[config.mk]
export PLATFORM = sky130hd
export DESIGN_NAME = ngf_div
export DESIGN_NICKNAME = d
export VERILOG_FILES = /design/src/ngf_pkg.sv /design/src/ngf_div.sv
export SDC_FILE = /design/constraint.sdc
export NUM_CORES = 1
export LEC_CHECK = 0
export BUFFER_PORTS_ARGS = -buffer_cell sky130_fd_sc_hd__buf_4
export CORE_MARGIN = 2
export CORE_UTILIZATION = 35
export CTS_CLUSTER_DIAMETER = 120
export DETAILED_ROUTE_END_ITERATION = 12
export SLEW_MARGIN = 20
export SYNTH_ARGS = -nofsm -noshare
export SYNTH_HDL_FRONTEND = slang
export SYNTH_SLANG_ARGS = --single-unit
[constraint.sdc]
create_clock -name clk -period 5.2 [get_ports clk]
set_clock_uncertainty 0.15 [all_clocks]
set_input_delay 0 -clock clk [delete_from_list [all_inputs] [get_ports clk]]
set_output_delay 0 -clock clk [all_outputs]
set_load 0.01 [all_outputs]
[src/ngf_pkg.sv]
package ngf_pkg;

  localparam int TABLE_ENTRIES = 256;
  localparam int MAX_GRAM_LEN  = 4;
  localparam int SEQ_DEPTH     = 64;
  localparam int TOKEN_BITS    = 16;

  localparam int ENTRY_AW = $clog2(TABLE_ENTRIES);
  localparam int FILL_W   = $clog2(TABLE_ENTRIES + 1);
  localparam int SEQ_AW   = $clog2(SEQ_DEPTH);
  localparam int SEQ_LW   = $clog2(SEQ_DEPTH + 1);
  localparam int LEN_W    = 4;
  localparam int WGT_W    = 17;
  localparam int CNT_W    = 16;
  localparam int FAC_W    = 16;
  localparam int SCORE_W  = WGT_W + CNT_W;
  localparam int SUM_W    = WGT_W + ENTRY_AW;

  localparam logic [WGT_W-1:0] W_STEP  = WGT_W'(655);
  localparam logic [WGT_W-1:0] W_NEW   = WGT_W'(6554);
  localparam logic [WGT_W-1:0] W_ONE   = WGT_W'(65536);
  localparam logic [WGT_W-1:0] W_FLOOR = WGT_W'(655);
  localparam logic [CNT_W-1:0] CNT_MAX = '1;

  typedef enum logic [1:0] {
    CMD_LOAD    = 2'd0,
    CMD_EXTRACT = 2'd1,
    CMD_DECAY   = 2'd2,
    CMD_SUGGEST = 2'd3
  } cmd_t;

  localparam logic REG_ENABLE = 1'b0;

  typedef struct packed {
    logic [MAX_GRAM_LEN*TOKEN_BITS-1:0] tok;
    logic [LEN_W-1:0]                   len;
    logic [WGT_W-1:0]                   weight;
    logic [CNT_W-1:0]                   count;
  } entry_t;

  typedef struct packed {
    logic             start;
    logic [SUM_W-1:0] dividend;
    logic [FILL_W-1:0] divisor;
  } div_req_t;

  typedef struct packed {
    logic             done;
    logic [WGT_W-1:0] quotient;
  } div_rsp_t;

endpackage

[src/ngf_div.sv]
module ngf_div (
  input  logic              clk,
  input  logic              rst_n,
  input  ngf_pkg::div_req_t req,
  output ngf_pkg::div_rsp_t rsp
);
  import ngf_pkg::*;

  localparam int STEP_W = $clog2(SUM_W + 1);

  logic [SUM_W-1:0]  quo_r;
  logic [FILL_W:0]   rem_r;
  logic [FILL_W-1:0] dvs_r;
  logic [STEP_W-1:0] step_r;
  logic              run_r;
  logic              done_r;
  logic [FILL_W:0]   shifted;

  // one quotient bit per cycle, restoring
  assign shifted = {rem_r[FILL_W-1:0], quo_r[SUM_W-1]};

  always_ff @(posedge clk) begin
    if (!rst_n) begin
      run_r  <= 1'b0;
      done_r <= 1'b0;
      step_r <= '0;
    end else begin
      done_r <= 1'b0;
      if (req.start) begin
        run_r  <= 1'b1;
        quo_r  <= req.dividend;
        rem_r  <= '0;
        dvs_r  <= req.divisor;
        step_r <= STEP_W'(SUM_W);
      end else if (run_r) begin
        if (shifted >= {1'b0, dvs_r}) begin
          rem_r <= shifted - {1'b0, dvs_r};
          quo_r <= {quo_r[SUM_W-2:0], 1'b1};
        end else begin
          rem_r <= shifted;
          quo_r <= {quo_r[SUM_W-2:0], 1'b0};
        end
        step_r <= step_r - 1'b1;
        if (step_r == STEP_W'(1)) begin
          run_r  <= 1'b0;
          done_r <= 1'b1;
        end
      end
    end
  end

  assign rsp.done     = done_r;
  assign rsp.quotient = quo_r[WGT_W-1:0];

  assert property (@(posedge clk) disable iff (!rst_n) done_r |-> !run_r)
    else $error("divider done while running");
  assert property (@(posedge clk) disable iff (!rst_n) run_r |-> step_r != '0)
    else $error("divider running with no steps left");
  assert property (@(posedge clk) disable iff (!rst_n) req.start |=> run_r)
    else $error("divider did not start");

endmodule

==> impl_metrics.yaml, run 1 <==
critical_path:
  reg2reg_from: "quo_r[24]"
  crit_required_ps: 5110
  worst-setup-path-type: "reg2reg"
  worst_r2r_endpoint: "rem_r[7]"
  critPathLaunchType: "flop"
  endpoint_kind: "flop"
  rrSetupSlack_ps: 2290
  worstPathMaxFanout: 14
  cp.arrival_ps: 2830
  worstRegToRegCells: 9
clock_tree:
  clk_latency_ps: 300
  clk_path_buf_depth: 2
  root_buffer: "clkbuf_8"
  clkSlewWorstSetupHoldPaths_ps: 90
  cts_setup_buffers: 0
  cts_tree: "done"
  clock_sinks: 50
  cts_buffers: 5
  cts_max_level: 2
drt:
  drc: 0
  ant_nets: 0
  vias: 1728
  routed_wl_microns: 5230
  dr.pass1.iters: 4
  vias_per_cell: 4.62
  first_iter_violations: 60
  routedWlPerCell_microns: 14.0
cells_and_area:
  n_antenna_cell: 0
  drive_above_1_share: 0.342
  nets: 323
  fin_area_sq_mm: 0.00345
  area_growth_pct: 30.4
timing:
  fmax_mhz: 343
  drv_slew: 0
  tns_ps: 0
  finalSetupViolCount: 0
  maxSlewHeadroom: 0.456
  min_period_over_period: 0.560
  rsz0062_at_grt: "no"
  fin_crit_ps: 2910
  hold_viol: 0
  tightest_slew_ps: 813
  worst_hold_slack_ps: 84.4
floorplan:
  initial_core_util: 0.362
  die-height_microns: 90.9
  dieArea_sq_mm: 0.00826
  pin_count: 55
  core_sq_mm: 0.00729
  die_width_microns: 90.9
  rows: 31
yosys:
  synth-xor-area-share: 0.0232
  synth.cell_area_sq_mm: 0.00264
  synth_simple_gate_area_frac: 0.0701
  synth_fa_ha_area_frac: 0.0597
  muxShareOfSynthArea: 0.122
  synth_edf_count: 43
  synth_top_family_by_area: "multiplexers"
  syn-instance-count: 201
  synth-async-reset-ratio: 0
  yosysWarningCount: 0
  synth-compound-area-share: 0.0952
  yosysSeqAreaShare: 0.542
  yosys.area.top_type: "edfxtp_1"
  synth_fp_nets: 250
  avgSynthCellArea_sq_um: 13.1
  ys.flop_type: "edfxtp_1"
  ys_ff_latch: 50
  yosys-top-cells-area: "edfxtp_1 (49%), mux2_2 (11%), dfxtp_1 (5.3%)"
  synth_top_area_share: 0.489
  synth.distinct_cells: 43
hold_path:
  hold_path.startpoint: "req[34]"
  hold_path_end: "run_r"
  holdPathStages: 3
  holdCritPathClass: "in2reg"
flow_run:
  cap_violations: 0
global_routing:
  grt_pass1_vias: 1853
  grt-ovfl-total: 0
  grt_pass1_wl_microns: 8620
  grt_start_max_net_pins: 42
  grt_usage: 0.131
  antenna_found_initial: 0
placed_design:
  portBuffers: 54
  place_area_sq_mm: 0.00301
  place_congestion: 0.803
  hpwlAfterDp_microns: 3450
pwr:
  ir_drop_uv: 145
  power.leakage_nw: 1.42
  p_per_area_mw_per_mm2: 275
run_status:
  status: "finished, final reports clean"
-- stage by stage --
| stage | util | worst slack [ps] | instances | power [mW] |
|---|---|---|---|---|
| finish | 0.473 | 2290 | 374 | 0.948 |
| global route | 0.473 | 2110 | 374 | 1.00 |
| CTS | 0.473 | 2290 | 374 | 0.959 |
| detailed placement | 0.412 | 2300 | 331 | 0.705 |
| global placement | 0.412 | 2360 | 331 | 0.702 |
| floorplan | - | 2680 | 201 | 0.655 |
-- kinds of logic (layout without fill, tap and decap cells) --
kind of cell,after synthesis,after routing
AOI/OAI and AO/OA,30,30
xor gates and xnor gates,7,7
adders and majority gates,12,12
buffers and inverters,40,114
DFF,50,50
muxes,29,29
and+or+nand+nor,33,33
-- worst max-delay path by stage --
stage	to	start	slack [ps]	cells after the start
final	rem_r[7]	quo_r[24]	2290	9
after global routing	rem_r[7]	quo_r[24]	2110	9
after CTS	rem_r[7]	quo_r[24]	2290	9
after detailed placement	rem_r[7]	quo_r[24]	2300	9
after global placement	rem_r[7]	quo_r[24]	2360	9
after floorplan	quo_r[0]	quo_r[24]	2680	9
-- cell type report --
class	instances	area, sq um
repair buffers	90	763
clock buffers	8	90.1
inverters	16	60.1
multi-input cells	111	978
flip-flops and latches	50	1430
well taps	99	124
fillers	691	3840
-- routing by layer --
layer / up-vias / GRT usage / wire, microns
li1: 862 / - / -
met1: 820 / 0.152 / 2340
met5: - / 0 / 0
met2: 39 / 0.232 / 2590
met3: 7 / 0.0392 / 231
met4: 0 / 0.0417 / 72
-- critical path: stages (launching register included) --
cell and delay (ps):
edfxtp_1 390, inv_1 70, ha_1 160, inv_1 60, fa_1 390, a21o_1 220, a221oi_2 370, a31oi_2 380
and4bb_1 330, o21ba_1 160
-- sequential cells by signal, indices dropped and copies added (netlist names) --
| register | flops |
|---|---|
| step_r | 5 |
| quo_r | 25 |
| dvs_r | 9 |
| done_r | 1 |
| run_r | 1 |
| rem_r | 9 |
-- cells in the mapped netlist, drive strengths merged, types with 2 or more instances --
cell type,instances
mux2i,3
nand2,3
a211oi,4
o21a,5
ha,11
mux2,26
or3,2
nor4b,2
xor2,4
dfxtp,7
buf,24
edfxtp,43
o21ai,4
nor3,2
a21o,4
nor2,11
inv,16
and3,2
nand3,3
a21oi,3
or2,2
xnor2,3
-- layout by cell type (no fill, tap or decap), drive strengths merged, types with 2 or more instances in the layout --
master	instances
dfxtp	7
ha	11
a21oi	3
nand2	3
nor3	2
a211oi	4
inv	16
o21ai	4
clkbuf	8
nand3	3
edfxtp	43
buf	55
and3	2
nor2	11
or3	2
dlygate4sd3	35
a21o	4
or2	2
mux2i	3
o21a	5
mux2	26
nor4b	2
xnor2	3
xor2	4
-- power by group --
group / total [mW] / internal, mW / switching [mW]
clock: 0.230 / 0.109 / 0.121
combinational: 0.225 / 0.121 / 0.105
sequential: 0.492 / 0.475 / 0.0170
-- what timing repair did --
item / 4_1_cts / 5_1_grt
hold endpoints to repair: 41 / 0
hold buffers: 35 / 0
resized for setup: 0 / 0
No activity file was read; power rests on OpenSTA's default activity.
==> inputs of run 2 (changes only) <==
==> constraint.sdc (replaced) <==
create_clock -name clk -period 2.6 [get_ports clk]
set_clock_uncertainty 0.15 [all_clocks]
set_input_delay 0 -clock clk [delete_from_list [all_inputs] [get_ports clk]]
set_output_delay 0 -clock clk [all_outputs]
set_load 0.01 [all_outputs]
==> run 2 against run 1 <==
Against the previous run: core utilization rose by 1.9 points; largest cell class unchanged; hold slack improved by 170 ps; cell area rose by 4.1%; combinational power rose by 120%; via count rose by 4.1%; flip-flop and latch count did not move.
==> impl_metrics.yaml, run 2 (synthesis gave the netlist of run 1 again) <==
run_status:
  status: "finished, final reports clean"
floorplan:
  die_width_microns: 90.9
  initial_core_util: 0.362
  die-height_microns: 90.9
  pin_count: 55
  rows: 31
  dieArea_sq_mm: 0.00826
  core_sq_mm: 0.00729
clock_tree:
  cts_buffers: 5
  clkSlewWorstSetupHoldPaths_ps: 100
  cts_max_level: 2
  cts_tree: "done"
  clock_sinks: 50
  clk_latency_ps: 300
  clk_path_buf_depth: 2
  root_buffer: "clkbuf_8"
global_routing:
  grt_usage: 0.137
  grt_use_met3: 0.0334
  grt-ovfl-total: 0
  antenna_found_initial: 0
  grt_use_met1: 0.176
  grt_pass1_vias: 1852
  grt_pass1_wl_microns: 9020
  grt_start_max_net_pins: 36
  grtUsageMet2: 0.229
  busiest_layer: "met2"
cells_and_area:
  drive_above_1_share: 0.383
  top_regs: "quo_r (25), dvs_r (9), rem_r (9)"
  largest_register_ffs: 25
  fin_area_sq_mm: 0.00359
  n_antenna_cell: 0
  largest_register: "quo_r"
  nets: 335
  final_cell_mix: "buf_4 (64), edfxtp_1 (43), dlygate4sd3_1 (36)"
  area_growth_pct: 35.8
  layout_commonest_cell: "buf_4"
drt:
  routedWlPerCell_microns: 13.9
  first_iter_violations: 74
  routed_wl_microns: 5380
  ant_nets: 0
  vias: 1798
  dr.pass1.iters: 4
  vias_per_cell: 4.66
  drc: 0
placed_design:
  hpwlAfterDp_microns: 3520
  place_area_sq_mm: 0.00307
  dp_worst_setup_slack_ps: -2.73
  portBuffers: 54
  place_congestion: 0.772
timing:
  fin_crit_ps: 2490
  worst_hold_slack_ps: 256
  setup_slack_ps: 115
  fmax_mhz: 402
  rsz0062_at_grt: "no"
  tightest_slew_ps: 466
  drv_slew: 0
  finalSetupViolCount: 0
  min_period_over_period: 0.956
  maxSlewHeadroom: 0.690
  hold_viol: 0
pwr:
  power.leakage_nw: 1.49
  ir_drop_uv: 270
  p_per_area_mw_per_mm2: 574
critical_path:
  worst-setup-path-type: "reg2reg"
  critPathLaunchType: "flop"
  worstPathMaxFanout: 8
  cp.arrival_ps: 2400
  crit_required_ps: 2520
  endpoint_kind: "flop"
hold_path:
  holdCritPathClass: "in2reg"
flow_run:
  cap_violations: 0
## run 2: critical path: stages (launching register included)
cell and delay (ps):
edfxtp_1 420, inv_2 80, ha_4 130, inv_2 30
fa_2 350, a21o_1 190, a221oi_2 290, a31oi_2 180
buf_6 180, mux2_2 250
## run 2: cell type report
cell class,instances,area (sq um)
Clock buffer,7,86.3
Clock inverter,1,30.0
Fill cell,683,3700
Inverter,16,60.1
Multi-Input combinational cell,111,993
Sequential cell,50,1430
Tap cell,99,124
Timing Repair Buffer,102,863
## run 2: per-stage QoR
stage / cells / TNS [ps] / power [mW] / util
finish: 386 / 0 / 2.06 / 0.492
global route: 386 / 0 / 2.17 / 0.492
CTS: 384 / 0 / 2.07 / 0.487
detailed placement: 339 / -3.46 / 1.44 / 0.421
global placement: 339 / 0 / 1.44 / 0.421
floorplan: 201 / 0 / 1.31 / -
## run 2: timing repair
item,CTS,global route
gates cloned,0,0
setup buffers,1,2
endpoints found under the setup margin,2,10
pin swaps,2,6
hold buffers,36,0
gates resized for setup,1,6
hold endpoints to repair,41,0
## run 2: power by group
group          switching, mW  total (mW)  internal (mW)
registers             0.0350       0.985          0.950
clock network          0.256       0.571          0.314
logic                  0.219       0.503          0.283
## run 2: final timing paths
path	end	start	slack (ps)	depth (start not counted)
max reg2reg	quo_r[0]	quo_r[24]	110	9
min	dvs_r[4]	req[4]	260	2
min reg2reg	step_r[1]	step_r[1]	370	2
max	quo_r[0]	quo_r[24]	110	9
## run 2: metal layers
layer,share of wire,vias to the layer above
met2,0.50,43
li1,-,886
met5,0,-
met1,0.44,865
met3,0.045,4
met4,0.0086,0
